File: config.mk
export PLATFORM = sky130hd
export DESIGN_NAME = bitmap_run_allocator_core
export DESIGN_NICKNAME = d
export VERILOG_FILES = /design/src/design/bmra_pkg.sv /design/src/design/bmra_ram.sv /design/src/design/bmra_ctrl.sv /design/src/design/bmra_dpath.sv /design/src/design/bitmap_run_allocator_core.sv
export VERILOG_INCLUDE_DIRS = /design/src /design/src/design
export SDC_FILE = /design/constraint.sdc
export NUM_CORES = 2
export LEC_CHECK = 0
export BUFFER_PORTS_ARGS = -buffer_cell sky130_fd_sc_hd__buf_2
export CAP_MARGIN = 5
export CORE_ASPECT_RATIO = 0.5
export CORE_MARGIN = 10
export CORE_UTILIZATION = 45
export DETAILED_ROUTE_END_ITERATION = 10
export GPL_TIMING_DRIVEN = 0
export PLACE_DENSITY = 0.57
export SLEW_MARGIN = 20
export SYNTH_ARGS = -nofsm -noshare
export SYNTH_HDL_FRONTEND = slang
export SYNTH_SLANG_ARGS = --single-unit
File: constraint.sdc
create_clock -name clk -period 25.4 [get_ports clk]
set_input_delay 2.54 -clock clk [delete_from_list [all_inputs] [get_ports clk]]
set_output_delay 2.54 -clock clk [all_outputs]
set_load 0.01 [all_outputs]
File: src/design/bitmap_run_allocator_core_macros.svh
// Assertion helpers shared by the allocator modules.
`ifndef BITMAP_RUN_ALLOCATOR_CORE_MACROS_SVH
`define BITMAP_RUN_ALLOCATOR_CORE_MACROS_SVH

// Same-cycle implication, checked outside reset.
`define BMRA_ASSERT_IMP(lbl, ck, rn, ante, cons, msg) \
  lbl: assert property (@(posedge ck) disable iff (!rn) (ante) |-> (cons)) \
    else $error(msg);

// Next-cycle implication, checked outside reset.
`define BMRA_ASSERT_NEXT(lbl, ck, rn, ante, cons, msg) \
  lbl: assert property (@(posedge ck) disable iff (!rn) (ante) |=> (cons)) \
    else $error(msg);

`endif

File: src/design/bmra_pkg.sv
`default_nettype none

package bmra_pkg;

  localparam int MAP_BITS_DEF = 1024;

  // The map is stored and scanned one word at a time.
  localparam int WORD_W = 32;
  localparam int OFF_W  = 5;
  localparam int POS_W  = 6;

  localparam int CMD_W      = 2;
  localparam int IDX_W      = 10;
  localparam int LEN_W      = 11;
  localparam int CFG_W      = 8;
  localparam int BYTE_SHIFT = 3;

  localparam logic [CFG_W-1:0] BYTES_RESET = 8'd128;

  typedef enum logic [1:0] {
    CMD_TEST  = 2'd0,
    CMD_WRITE = 2'd1,
    CMD_SCAN  = 2'd2,
    CMD_CLEAR = 2'd3
  } req_cmd_t;

  typedef enum logic [2:0] {
    S_INIT,
    S_IDLE,
    S_DISP,
    S_CLR,
    S_RD,
    S_RMW,
    S_SCAN,
    S_OUT
  } state_t;

  typedef struct packed {
    logic accept;
    logic disp;
    logic rd;
    logic rmw;
    logic scan_run;
    logic clr_step;
    logic out_load;
  } ctl_cmd_t;

  typedef struct packed {
    logic is_clear;
    logic is_scan;
    logic idx_ok;
    logic scan_ok;
    logic clr_last;
    logic scan_done;
    logic out_free;
  } ctl_stat_t;

endpackage

`default_nettype wire

File: src/design/bmra_ram.sv
`default_nettype none

module bmra_ram #(
  parameter int  WIDTH = 32,
  parameter int  DEPTH = 32,
  localparam int AW    = (DEPTH > 1) ? $clog2(DEPTH) : 1
) (
  input  wire logic                  clk,
  input  wire logic                  we,
  input  wire logic [AW-1:0]         waddr,
  input  wire logic [WIDTH-1:0]      wdata,
  input  wire logic                  re,
  input  wire logic [AW-1:0]         raddr,
  output logic      [WIDTH-1:0]      rdata
);

  logic [WIDTH-1:0] mem_r [DEPTH];

  always_ff @(posedge clk) begin
    if (we) begin
      mem_r[waddr] <= wdata;
    end
    if (re) begin
      rdata <= mem_r[raddr];
    end
  end

endmodule

`default_nettype wire

File: src/design/bmra_ctrl.sv
`default_nettype none
`include "bitmap_run_allocator_core_macros.svh"

module bmra_ctrl (
  input  wire logic                 clk,
  input  wire logic                 rst_n,
  input  wire logic                 in_valid,
  output logic                      in_stall,
  output bmra_pkg::ctl_cmd_t        cmd,
  input  wire bmra_pkg::ctl_stat_t  stat
);

  bmra_pkg::state_t state_r, state_nxt;

  always_ff @(posedge clk) begin
    if (!rst_n) begin
      state_r <= bmra_pkg::S_INIT;
    end else begin
      state_r <= state_nxt;
    end
  end

  always_comb begin
    state_nxt = state_r;
    case (state_r)
      bmra_pkg::S_INIT: begin
        if (stat.clr_last) state_nxt = bmra_pkg::S_IDLE;
      end
      bmra_pkg::S_IDLE: begin
        if (in_valid) state_nxt = bmra_pkg::S_DISP;
      end
      bmra_pkg::S_DISP: begin
        if (stat.is_clear) begin
          state_nxt = bmra_pkg::S_CLR;
        end else if (stat.is_scan) begin
          state_nxt = stat.scan_ok ? bmra_pkg::S_SCAN : bmra_pkg::S_OUT;
        end else begin
          state_nxt = stat.idx_ok ? bmra_pkg::S_RD : bmra_pkg::S_OUT;
        end
      end
      bmra_pkg::S_CLR: begin
        if (stat.clr_last) state_nxt = bmra_pkg::S_OUT;
      end
      bmra_pkg::S_RD:   state_nxt = bmra_pkg::S_RMW;
      bmra_pkg::S_RMW:  state_nxt = bmra_pkg::S_OUT;
      bmra_pkg::S_SCAN: begin
        if (stat.scan_done) state_nxt = bmra_pkg::S_OUT;
      end
      bmra_pkg::S_OUT: begin
        if (stat.out_free) state_nxt = bmra_pkg::S_IDLE;
      end
      default: state_nxt = bmra_pkg::S_INIT;
    endcase
  end

  always_comb begin
    cmd      = '0;
    in_stall = 1'b1;
    case (state_r)
      bmra_pkg::S_INIT: cmd.clr_step = 1'b1;
      bmra_pkg::S_IDLE: begin
        in_stall   = 1'b0;
        cmd.accept = in_valid;
      end
      bmra_pkg::S_DISP: cmd.disp     = 1'b1;
      bmra_pkg::S_CLR:  cmd.clr_step = 1'b1;
      bmra_pkg::S_RD:   cmd.rd       = 1'b1;
      bmra_pkg::S_RMW:  cmd.rmw      = 1'b1;
      bmra_pkg::S_SCAN: cmd.scan_run = 1'b1;
      bmra_pkg::S_OUT:  cmd.out_load = stat.out_free;
      default: ;
    endcase
  end

  `BMRA_ASSERT_NEXT(a_accept_disp, clk, rst_n, cmd.accept, state_r == bmra_pkg::S_DISP, "accepted item did not go to dispatch")
  `BMRA_ASSERT_NEXT(a_scan_to_out, clk, rst_n, (state_r == bmra_pkg::S_SCAN) && stat.scan_done, state_r == bmra_pkg::S_OUT, "finished scan did not deliver")
  `BMRA_ASSERT_IMP(a_load_free, clk, rst_n, cmd.out_load, stat.out_free, "result loaded over a waiting result")

endmodule

`default_nettype wire

File: src/design/bmra_dpath.sv
`default_nettype none
`include "bitmap_run_allocator_core_macros.svh"

module bmra_dpath #(
  parameter int MAP_BITS = bmra_pkg::MAP_BITS_DEF
) (
  input  wire logic                           clk,
  input  wire logic                           rst_n,
  input  wire logic [bmra_pkg::CMD_W-1:0]     in_cmd,
  input  wire logic [bmra_pkg::IDX_W-1:0]     in_bit_index,
  input  wire logic                           in_bit_value,
  input  wire logic [bmra_pkg::LEN_W-1:0]     in_run_length,
  input  wire logic                           cfg_we,
  input  wire logic [bmra_pkg::CFG_W-1:0]     cfg_wdata,
  output logic                                out_valid,
  input  wire logic                           out_stall,
  output logic                                out_bit_state,
  output logic                                out_found,
  output logic      [bmra_pkg::IDX_W-1:0]     out_start_index,
  input  wire bmra_pkg::ctl_cmd_t             cmd,
  output bmra_pkg::ctl_stat_t                 stat
);

  localparam int WW     = bmra_pkg::WORD_W;
  localparam int OW     = bmra_pkg::OFF_W;
  localparam int PW     = bmra_pkg::POS_W;
  localparam int XW     = bmra_pkg::IDX_W;
  localparam int NWORDS = (MAP_BITS + WW - 1) / WW;
  localparam int AW     = (NWORDS > 1) ? $clog2(NWORDS) : 1;
  localparam int W      = ($clog2(MAP_BITS + 1) + 1 > 12) ? $clog2(MAP_BITS + 1) + 1 : 12;

  logic [bmra_pkg::CFG_W-1:0] bytes_r;
  bmra_pkg::req_cmd_t         req_cmd_r;
  logic [XW-1:0]              req_idx_r;
  logic                       req_val_r;
  logic [bmra_pkg::LEN_W-1:0] req_len_r;

  logic [AW-1:0] clr_ptr_r;
  logic [AW:0]   rd_ptr_r;
  logic [AW-1:0] ev_ptr_r;
  logic          ev_valid_r;
  logic [W-1:0]  carry_r;

  logic          res_state_r, res_found_r;
  logic [XW-1:0] res_start_r;
  logic          out_valid_r, out_bit_state_r, out_found_r;
  logic [XW-1:0] out_start_index_r;

  logic [W-1:0]  bytes8, limit, nwords, idx_ext, base, rem, start, carry_nxt;
  logic [AW-1:0] idx_word;
  logic          rd_more, ev_last, any_hit, clr_last;
  logic [WW-1:0] inuse, word_eff, hit, hit_1h, wr_word;
  logic [OW-1:0] jsel;
  logic [W-1:0]  run [WW];
  logic [PW-1:0] lv [OW+1][WW];

  logic          ram_we, ram_re;
  logic [AW-1:0] ram_waddr, ram_raddr;
  logic [WW-1:0] ram_wdata, ram_rdata;

  always_comb begin
    bytes8   = W'(bytes_r) << bmra_pkg::BYTE_SHIFT;
    limit    = (bytes8 > W'(MAP_BITS)) ? W'(MAP_BITS) : bytes8;
    nwords   = (limit + W'(WW - 1)) >> OW;
    idx_ext  = W'(req_idx_r);
    idx_word = idx_ext[AW+OW-1:OW];
    rd_more  = W'(rd_ptr_r) < nwords;
    ev_last  = W'(ev_ptr_r) == (nwords - W'(1));
    clr_last = clr_ptr_r == AW'(NWORDS - 1);
    base     = W'(ev_ptr_r) << OW;
    rem      = limit - base;
    inuse    = (rem >= W'(WW)) ? '1 : ((WW'(1) << rem[OW-1:0]) - WW'(1));
    // Bits past the end of the map in use act as taken, so no run crosses it.
    word_eff = ram_rdata | ~inuse;
  end

  // Position (plus one) of the nearest taken bit at or below each bit,
  // found by doubling the look-back window at each level.
  always_comb begin
    for (int j = 0; j < WW; j++) begin
      lv[0][j] = word_eff[j] ? PW'(j + 1) : '0;
    end
    for (int s = 0; s < OW; s++) begin
      for (int j = 0; j < WW; j++) begin
        if ((j >= (1 << s)) && (lv[s][j] == '0)) begin
          lv[s+1][j] = lv[s][(j >= (1 << s)) ? (j - (1 << s)) : j];
        end else begin
          lv[s+1][j] = lv[s][j];
        end
      end
    end
  end

  always_comb begin
    jsel = '0;
    for (int j = 0; j < WW; j++) begin
      run[j] = (lv[OW][j] == '0) ? (carry_r + W'(j + 1)) : (W'(j + 1) - W'(lv[OW][j]));
      hit[j] = run[j] >= W'(req_len_r);
    end
    hit_1h = hit & (~hit + WW'(1));
    for (int j = 0; j < WW; j++) begin
      if (hit_1h[j]) jsel = jsel | OW'(j);
    end
    any_hit   = |hit;
    start     = base + W'(jsel) + W'(1) - W'(req_len_r);
    carry_nxt = (lv[OW][WW-1] == '0) ? (carry_r + W'(WW)) : (W'(WW) - W'(lv[OW][WW-1]));
  end

  always_comb begin
    wr_word = ram_rdata;
    wr_word[req_idx_r[OW-1:0]] = req_val_r;
    ram_we    = cmd.clr_step || (cmd.rmw && (req_cmd_r == bmra_pkg::CMD_WRITE));
    ram_waddr = cmd.clr_step ? clr_ptr_r : idx_word;
    ram_wdata = cmd.clr_step ? '0 : wr_word;
    ram_re    = cmd.rd || (cmd.scan_run && rd_more);
    ram_raddr = cmd.rd ? idx_word : rd_ptr_r[AW-1:0];
  end

  bmra_ram #(
    .WIDTH (WW),
    .DEPTH (NWORDS)
  ) u_map (
    .clk   (clk),
    .we    (ram_we),
    .waddr (ram_waddr),
    .wdata (ram_wdata),
    .re    (ram_re),
    .raddr (ram_raddr),
    .rdata (ram_rdata)
  );

  always_comb begin
    stat.is_clear  = req_cmd_r == bmra_pkg::CMD_CLEAR;
    stat.is_scan   = req_cmd_r == bmra_pkg::CMD_SCAN;
    stat.idx_ok    = idx_ext < limit;
    stat.scan_ok   = (req_len_r != '0) && (limit != '0);
    stat.clr_last  = clr_last;
    stat.scan_done = ev_valid_r && (any_hit || ev_last);
    stat.out_free  = !out_valid_r || !out_stall;
  end

  always_ff @(posedge clk) begin
    if (!rst_n) begin
      bytes_r     <= bmra_pkg::BYTES_RESET;
      clr_ptr_r   <= '0;
      rd_ptr_r    <= '0;
      ev_valid_r  <= 1'b0;
      out_valid_r <= 1'b0;
    end else begin
      if (cfg_we) bytes_r <= cfg_wdata;
      if (cmd.clr_step) begin
        clr_ptr_r <= clr_last ? '0 : clr_ptr_r + AW'(1);
      end
      if (cmd.disp) begin
        rd_ptr_r   <= '0;
        ev_valid_r <= 1'b0;
      end else if (cmd.scan_run) begin
        if (rd_more) rd_ptr_r <= rd_ptr_r + (AW+1)'(1);
        ev_valid_r <= rd_more;
      end
      if (cmd.out_load) begin
        out_valid_r <= 1'b1;
      end else if (out_valid_r && !out_stall) begin
        out_valid_r <= 1'b0;
      end
    end
  end

  always_ff @(posedge clk) begin
    if (cmd.accept) begin
      req_cmd_r <= bmra_pkg::req_cmd_t'(in_cmd);
      req_idx_r <= in_bit_index;
      req_val_r <= in_bit_value;
      req_len_r <= in_run_length;
    end
    if (cmd.scan_run) ev_ptr_r <= rd_ptr_r[AW-1:0];
    if (cmd.disp) begin
      carry_r     <= '0;
      res_state_r <= 1'b0;
      res_found_r <= req_cmd_r == bmra_pkg::CMD_CLEAR;
      res_start_r <= '0;
    end else if (cmd.rmw) begin
      res_state_r <= (req_cmd_r == bmra_pkg::CMD_TEST) ? ram_rdata[req_idx_r[OW-1:0]] : 1'b0;
      res_found_r <= 1'b1;
      res_start_r <= '0;
    end else if (cmd.scan_run && ev_valid_r) begin
      carry_r <= carry_nxt;
      if (stat.scan_done) begin
        res_found_r <= any_hit;
        res_start_r <= any_hit ? start[XW-1:0] : '0;
      end
    end
    if (cmd.out_load) begin
      out_bit_state_r   <= res_state_r;
      out_found_r       <= res_found_r;
      out_start_index_r <= res_start_r;
    end
  end

  assign out_valid       = out_valid_r;
  assign out_bit_state   = out_bit_state_r;
  assign out_found       = out_found_r;
  assign out_start_index = out_start_index_r;

  `BMRA_ASSERT_IMP(a_wr_excl, clk, rst_n, cmd.clr_step, !cmd.rmw, "clear sweep and bit write collide")
  `BMRA_ASSERT_IMP(a_start_zero, clk, rst_n, out_valid_r && !out_found_r, out_start_index_r == '0, "start index set without a find")
  `BMRA_ASSERT_IMP(a_state_found, clk, rst_n, out_valid_r && out_bit_state_r, out_found_r, "bit state set on a request out of range")

endmodule

`default_nettype wire

File: src/design/bitmap_run_allocator_core.sv
// First-fit bit map allocator. Items on the in_ channel carry a request:
// test a bit, write a bit, scan for the lowest run of run_length free bits,
// or clear the whole map. Each item gives exactly one item on the out_
// channel. Both channels use valid/stall; an item moves at a clock edge
// with valid high and stall low. cfg_we writes bytes_in_use, which sets
// how many bytes of the map are in use; write it only while idle.
// One item is worked on at a time. Requests turned away up front (index
// out of range, zero run length, no bits in use) go straight to the
// output; clear sweeps all MAP_BITS/32 map words, and scan reads up to
// ceil(bits_in_use/32) words, one 32-bit map word per cycle through
// the map memory's single read port.
// A new item can be taken in the cycle after the previous result is
// loaded into the output register, even while that result is stalled.
// After reset (synchronous, rst_n low) the map is swept to zero, one word
// per cycle, with in_stall high; bytes_in_use resets to 128. When
// out_stall is high the result holds in the output register and the
// block stalls only once its next result is ready.
`default_nettype none

module bitmap_run_allocator_core #(
  parameter int MAP_BITS = bmra_pkg::MAP_BITS_DEF
) (
  input  wire logic                           clk,
  input  wire logic                           rst_n,
  input  wire logic                           in_valid,
  output logic                                in_stall,
  input  wire logic [bmra_pkg::CMD_W-1:0]     in_cmd,
  input  wire logic [bmra_pkg::IDX_W-1:0]     in_bit_index,
  input  wire logic                           in_bit_value,
  input  wire logic [bmra_pkg::LEN_W-1:0]     in_run_length,
  output logic                                out_valid,
  input  wire logic                           out_stall,
  output logic                                out_bit_state,
  output logic                                out_found,
  output logic      [bmra_pkg::IDX_W-1:0]     out_start_index,
  input  wire logic                           cfg_we,
  input  wire logic [bmra_pkg::CFG_W-1:0]     cfg_wdata
);

  bmra_pkg::ctl_cmd_t  cmd;
  bmra_pkg::ctl_stat_t stat;

  bmra_ctrl u_ctrl (
    .clk      (clk),
    .rst_n    (rst_n),
    .in_valid (in_valid),
    .in_stall (in_stall),
    .cmd      (cmd),
    .stat     (stat)
  );

  bmra_dpath #(
    .MAP_BITS (MAP_BITS)
  ) u_dpath (
    .clk             (clk),
    .rst_n           (rst_n),
    .in_cmd          (in_cmd),
    .in_bit_index    (in_bit_index),
    .in_bit_value    (in_bit_value),
    .in_run_length   (in_run_length),
    .cfg_we          (cfg_we),
    .cfg_wdata       (cfg_wdata),
    .out_valid       (out_valid),
    .out_stall       (out_stall),
    .out_bit_state   (out_bit_state),
    .out_found       (out_found),
    .out_start_index (out_start_index),
    .cmd             (cmd),
    .stat            (stat)
  );

endmodule

`default_nettype wire
---- Yosys cells after proc, flatten, opt, wreduce, memory -nomap -nowiden ----
Memories as Yosys holds them, arrays and structs flattened. A register that Yosys moved wholly into a read port is not among the register bits.
Index checks and enable logic that the tools add are counted.
operators by class
  order comparisons ....................... 38
  mux-type cells .......................... 314
  reduce and logical (&&, ||, !) cells .... 188
  bitwise gates (word level) .............. 4
  equal/unequal tests ..................... 23
  multipliers ............................. 0
  add/subtract/negate cells ............... 74
  div/mod/pow operators ................... 0
  shifts and indexed selects .............. 1
operators by type and width
  cell                     count
  $logic_not A6 Y1         161
  $mux W6                  139
  $mux W12                 37
  $ge A12 B11 Y1           32
  $add A12 B5 Y12 const B  17
  $mux W5                  37
  $sub A5 B6 Y7 const A    16
  $mux W10                 10
  $add A12 B4 Y12 const B  8
  $mux W3                  23
  $mux W32                 2
  $mux W4                  16
  $not A32 Y32             2
  $sub A4 B6 Y7 const A    8
  $add A12 B3 Y12 const B  4
  $mux W1                  38
  $add A32 B1 Y32 const B  1
  $and A32 B32 Y32         1
  $bwmux W32               1
  $or A32 B32 Y32          1
  $reduce_or A32 Y1        1
  $shl A1 B5 Y32 const A   1
  $sub A32 B1 Y32 const B  1
  $sub A3 B6 Y7 const A    4
  47 further kinds         81
word-level totals
  output and inout port bits .............. 14
  logic and storage cells ................. 661
  register bits after elaboration ......... 89
  bits in latches ......................... 0
  memories kept ........................... 1
  memory bits (read-only) ................. 0
  input port bits ......................... 37
  bits in writable memories ............... 1,024
memories
  name                 depth  width  read ports  clocked after Yosys merged registers in  wr ports  RTL line        text
  u_dpath.u_map.mem_r  32     32     1           1                                        1         bmra_ram.sv:17  logic [WIDTH-1:0] mem_r [DEPTH];

---- Depth between registers and ports, before layout ----
  depth in word-level cells ............... 69
  depth in mapped cells ................... 50
  depth with buffers taken out ............ 44

---- By module ----
A second synthesis with hierarchy kept.
unflattened totals
  cells, all modules ...................... 5,657
  area, all modules ....................... 65,421.5 µm²
by module, submodules not included
  module      area an instance (µm²)  cells an instance  seq. area each (µm²)  times used
  bmra_ram    40,811.6                2,260              31,710.4              1
  bmra_dpath  24,290.8                3,350              2,142.1               1
  bmra_ctrl   319.1                   47                 60.1                  1

---- Worst setup path before layout ----
No wires, ideal clock.
  path type ............................... flip-flop to flip-flop
  from .................................... reg u_dpath.bytes_r[7] (netlist name)
  to ...................................... reg u_dpath.res_start_r[9]
  path buffers ............................ 6
  path slack .............................. 16,163 ps
  stages on the path, launching flop included .. 46
  library setup time ...................... 117 ps
  arrival time ............................ 9,120 ps
  clock period less this slack ............ 9,237 ps
  data required time ...................... 25,283 ps
  cell sequence ........................... dfxtp_1 -> clkbuf_1 -> clkbuf_1 -> nand2b_1 -> ha_1 -> fa_1 -> xnor2_1 -> nor3b_1 -> mux2i_1 -> a211oi_1 -> buf_2 -> buf_4 -> buf_2 -> buf_1 -> nor2_1 -> a32o_1 -> nor2_1 -> ha_1 -> [... 10 more ...] -> o311ai_1 -> nor2b_1 -> nand4_1 -> nor3b_1 -> a32o_1 -> nor2_1 -> ha_1 -> inv_1 -> ha_1 -> fa_1 -> a21o_1 -> a21o_1 -> a21o_1 -> a21oi_1 -> o21bai_1 -> a21oi_1 -> xnor2_1 -> a22o_1
on the way
  cells in the longest elaborated chain, start to end .. 62
  elaborated cells between the ends (all ways) .. 482
  classes of those cells .................. 40 x add/sub; 34 x order compare; 1 x eq/ne; 1 x shift; 236 x mux; 4 x bitwise; 166 x reduce/logical
ends and longest elaborated chain
  item                      RTL line           text
  start: declaration        bmra_dpath.sv:32   logic [bmra_pkg::CFG_W-1:0] bytes_r;
  start signal: assignment  bmra_dpath.sv:144  bytes_r <= bmra_pkg::BYTES_RESET;
  start signal: assignment  bmra_dpath.sv:150  if (cfg_we) bytes_r <= cfg_wdata;
  $gt A11 B11 Y1            bmra_dpath.sv:63   limit = (bytes8 > W'(MAP_BITS)) ? W'(MAP_BITS) : bytes8;
  $mux W11 *                bmra_dpath.sv:63
  $sub A12 B10 Y12          bmra_dpath.sv:71   rem = limit - base;
  $shl A1 B5 Y32            bmra_dpath.sv:72   inuse = (rem >= W'(WW)) ? '1 : ((WW'(1) << rem[OW-1:0]) - WW'(1));
  $sub A32 B1 Y32           bmra_dpath.sv:72
  $mux W32                  bmra_dpath.sv:72
  $not A32 Y32              bmra_dpath.sv:74   word_eff = ram_rdata | ~inuse;
  $or A32 B32 Y32           bmra_dpath.sv:74
  [... 46 more ...]         --
  $mux W10                  bmra_dpath.sv:186  end else if (cmd.scan_run && ev_valid_r) begin
  $mux W10                  bmra_dpath.sv:182  end else if (cmd.rmw) begin
  $mux W10                  bmra_dpath.sv:177  if (cmd.disp) begin
  $mux W10                  bmra_dpath.sv:186
  $mux W10                  bmra_dpath.sv:182
  $mux W10                  bmra_dpath.sv:177
  $mux W10                  bmra_dpath.sv:182
  $mux W10                  bmra_dpath.sv:177
  end signal: assignment    bmra_dpath.sv:190  res_start_r <= any_hit ? start[XW-1:0] : '0;
  end: declaration          bmra_dpath.sv:45   logic [XW-1:0] res_start_r;
Every way passes the cells marked *; elsewhere a longest branch is shown, timed or not. The select of a mux whose other input is x is not followed.
A chain may end at the register's enable or synchronous reset.

---- Worst setup path in the final report ----
Same ends and word-level chain as after synthesis.

==> flow_metrics.env <==
export IMPL_async_flop_share_pct=0
export IMPL_cts_resized=0
export IMPL_dp_hpwl_um=189500
export IMPL_die_y_um=287.9
export IMPL_clock_sinks=1145
export IMPL_crit_path_end_kind="flip-flop"
export IMPL_first_iter_violations=6267
export IMPL_setup_tns_ns=0
export IMPL_path_common_cell="ha_1"
export IMPL_start_util_pct=45.26
export IMPL_drt_wl_total_um=252300
export IMPL_drt_first_pass_iters=6
export IMPL_maxSlewHeadroom_pct=14.48
export IMPL_cts_setup_buffers=0
export IMPL_crit_path_max_fanout=10
export IMPL_grt_start_max_net_pins=33
export IMPL_cp_num_buf_inv=8
export IMPL_setup_viol_count_final=0
export IMPL_drc=0
export IMPL_whs_ns=0.4336
export IMPL_worstHoldPathType="reg -> reg"
export IMPL_final_cell_mix="1098 x edfxtp_1, 604 x nand2_1, 449 x nor2_1"
export IMPL_fin_nets=6102
export IMPL_layout_drive_gt1_share_pct=13.04
export IMPL_finClkSkew_ns=0.07508
export IMPL_worstPathRequired_ns=26.03
export IMPL_h_tree_depth=3
export IMPL_rsz0062_at_grt="no"
export IMPL_max_stage_delay_ns=0.77
export IMPL_ys_seq_area_share_pct=52.49
export IMPL_avgRoutedWirePerCell_um=33.17
export IMPL_final_common_cell="edfxtp_1"
export IMPL_fmax_mhz=72.18
export IMPL_peakVddDrop_uv=67.84
export IMPL_startpoint_type="flip-flop"
export IMPL_vias=48830
export IMPL_grt_pass1_wl_um=354600
export IMPL_syn_inst=5381
export IMPL_critPathSlowestCell="nor4_2"
export IMPL_cts_inserted_buffers=100
export IMPL_detail_route_vias_per_cell=6.419
export IMPL_port_buffers=49
export IMPL_hold_path_depth=0
export IMPL_netlist_area_mm2=0.06460
export IMPL_critPathKind="reg -> reg"
export IMPL_hold_viol_final=0
export IMPL_post_synth_cell_area_avg_um2=12.01
export IMPL_crit_family="compound AO/OA/AOI/OAI gates"
export IMPL_numPlacedInstances=7413
export IMPL_r2r_start="u_dpath.bytes_r[7]"
export IMPL_io_pins=51
export IMPL_worstMarginPinSlew_ns=1.283
export IMPL_globalRouteOverflowTotal=0
export IMPL_grt_total_usage_pct=30.78
export IMPL_synth_nets=5868
export IMPL_reg2reg_to="u_dpath.res_start_r[9]"
export IMPL_syn_to_final_growth_pct=13.55
export IMPL_powerDensity_mw_per_mm2=54.25
export IMPL_fin_crit_ns=13.86
export IMPL_worstPathArrival_ns=14.49
export IMPL_synth_edf_count=1098
export IMPL_ys_warn_count=0
export IMPL_cts_tree="yes"
export IMPL_coreArea_mm2=0.1427
export IMPL_period_share_pct=54.55
export IMPL_antenna_found_initial=8
export IMPL_postCtsHoldBufs=0
export IMPL_synth_seq_cells=1145
export IMPL_outcome="finished, final reports clean"
export IMPL_fin_cells=7606
export IMPL_timing_max_cap_violations=0
export IMPL_min_from="u_dpath.res_start_r[5]"
export IMPL_clk_path_buf_depth=3
export IMPL_min_to="u_dpath.out_start_index[5]"
export IMPL_finalMaxSlewViolations=0
export IMPL_leakagePower_nw=26.06
export IMPL_root_buffer="clkbuf_16"
export IMPL_num_rows=98
export IMPL_ff2ff_setup_slack_ns=11.54
export IMPL_drt_antenna_violating_nets=0
export IMPL_grt_pass1_vias=46650
export IMPL_fillers=12440
export IMPL_fp_dieW_um=555.8
export IMPL_path_clk_slew_ns=0.07
export IMPL_synth_cell_types=102
export IMPL_r2r_worst_path_cells=47
export IMPL_die_area_mm2=0.1600
export IMPL_gp_congestion=1.030
export IMPL_ys_flop_type="edfxtp_1"
export IMPL_clk_insertion_delay_late_ns=0.74
## state kept, by name, summed over array words and instances (netlist names), 2 cells and up
register and count:
u_dpath.ev_ptr_r 5, u_ctrl.state_r 3, u_dpath.out_start_index 10, u_dpath.rd_ptr_r 6, u_dpath.bytes_r 8, u_dpath.req_cmd_r 2
u_dpath.res_start_r 10, u_dpath.carry_r 12, u_dpath.clr_ptr_r 5, u_dpath.u_map.rdata 32, u_dpath.req_idx_r 10, u_dpath.u_map.mem_r 1024
u_dpath.req_len_r 11
## power breakdown
part           internal [mW]  switching, mW
registers               2.06        0.00771
logic                 0.0902          0.213
clock network          0.899          0.707
total                   3.05          0.928
## metal layers
layer	up-vias	part of all wire (%)	global-route usage, %
met2	2757	42	45.24
met4	4	4.2	11.06
met3	537	10	6.344
li1	20880	-	-
met1	24650	43	45.06
met5	-	0.011	0
## Yosys cell counts, types with 18 or more instances
cell	n	area share, %
nor4_1	28	0.27
xnor2_1	177	2.4
a31oi_1	36	0.35
nor2b_1	55	0.53
a21o_1	95	1.1
a211oi_1	43	0.50
or3_1	29	0.28
xor2_1	96	1.3
inv_1	112	0.65
nor3_1	75	0.58
nand3_1	238	1.8
o211ai_1	49	0.57
edfxtp_1	1098	51
o21a_1	40	0.46
or2_2	22	0.21
ha_1	448	8.7
mux2i_1	38	0.59
nor2_1	484	2.8
nand2_1	604	3.5
o31ai_1	19	0.22
nand4_1	20	0.19
o21ai_0	268	2.1
and2_1	18	0.17
and3_1	25	0.24
nand2b_1	65	0.63
clkbuf_1	216	1.3
mux4_2	264	9.2
buf_1	47	0.27
dfxtp_1	47	1.5
a21oi_1	308	2.4
## layout make-up
type | instances | area (um^2) | area share (%)
Clock buffer | 120 | 2599 | 3.542
Antenna cell | 8 | 20.02 | 0.02729
Buffer | 289 | 1181 | 1.610
Inverter | 116 | 455.4 | 0.6208
Multi-Input combinational cell | 3831 | 29820 | 40.64
Sequential cell | 1145 | 33910 | 46.23
Timing Repair Buffer | 132 | 2167 | 2.954
Clock inverter | 65 | 830.8 | 1.133
Tap cell | 1900 | 2377 | 3.241
## metrics by stage
step                total power, mW  utilization [%]  setup WS (ns)  area, um^2
CTS                           3.986            51.38          12.04       73330
finish                        3.980            51.40          11.54       73360
global route                  4.086            51.39          11.14       73340
detailed placement            2.400            48.98          12.10       69900
global placement              2.389            47.10          11.38       67230
floorplan                     2.269                -          16.16       64600
## worst max path at each step
stage                       start                     end  depth (start not counted)
2_1_floorplan  u_dpath.bytes_r[7]  u_dpath.res_start_r[9]                         45
3_3_place_gp   u_dpath.bytes_r[7]  u_dpath.res_start_r[9]                         46
3_5_place_dp   u_dpath.bytes_r[7]  u_dpath.res_start_r[9]                         47
4_1_cts        u_dpath.bytes_r[7]  u_dpath.res_start_r[9]                         47
5_1_grt        u_dpath.bytes_r[7]  u_dpath.res_start_r[9]                         47
6_report       u_dpath.bytes_r[7]  u_dpath.res_start_r[9]                         47
## worst register-to-register path, delay by kind of cell (launching register included)
kind                     cells  cell delay, ns
flip-flops                   1            0.40
buffers and inverters        8            2.22
AO/OA/AOI/OAI               19            4.72
AND/OR/NAND/NOR             13            4.47
adder cells (fa/ha/maj)      6            1.79
XOR/XNOR                     1            0.10
## cell families after synthesis
family | count (synthesis) | share of synthesized area [%]
AND/OR/NAND/NOR | 1733 | 12.20
flip-flops | 1145 | 52.49
AO/OA/AOI/OAI | 1063 | 10.44
adder cells (fa/ha/maj) | 450 | 8.739
buffers and inverters | 405 | 2.464
multiplexers | 312 | 9.966
XOR/XNOR | 273 | 3.701
No activity file was read; power rests on OpenSTA's default activity.
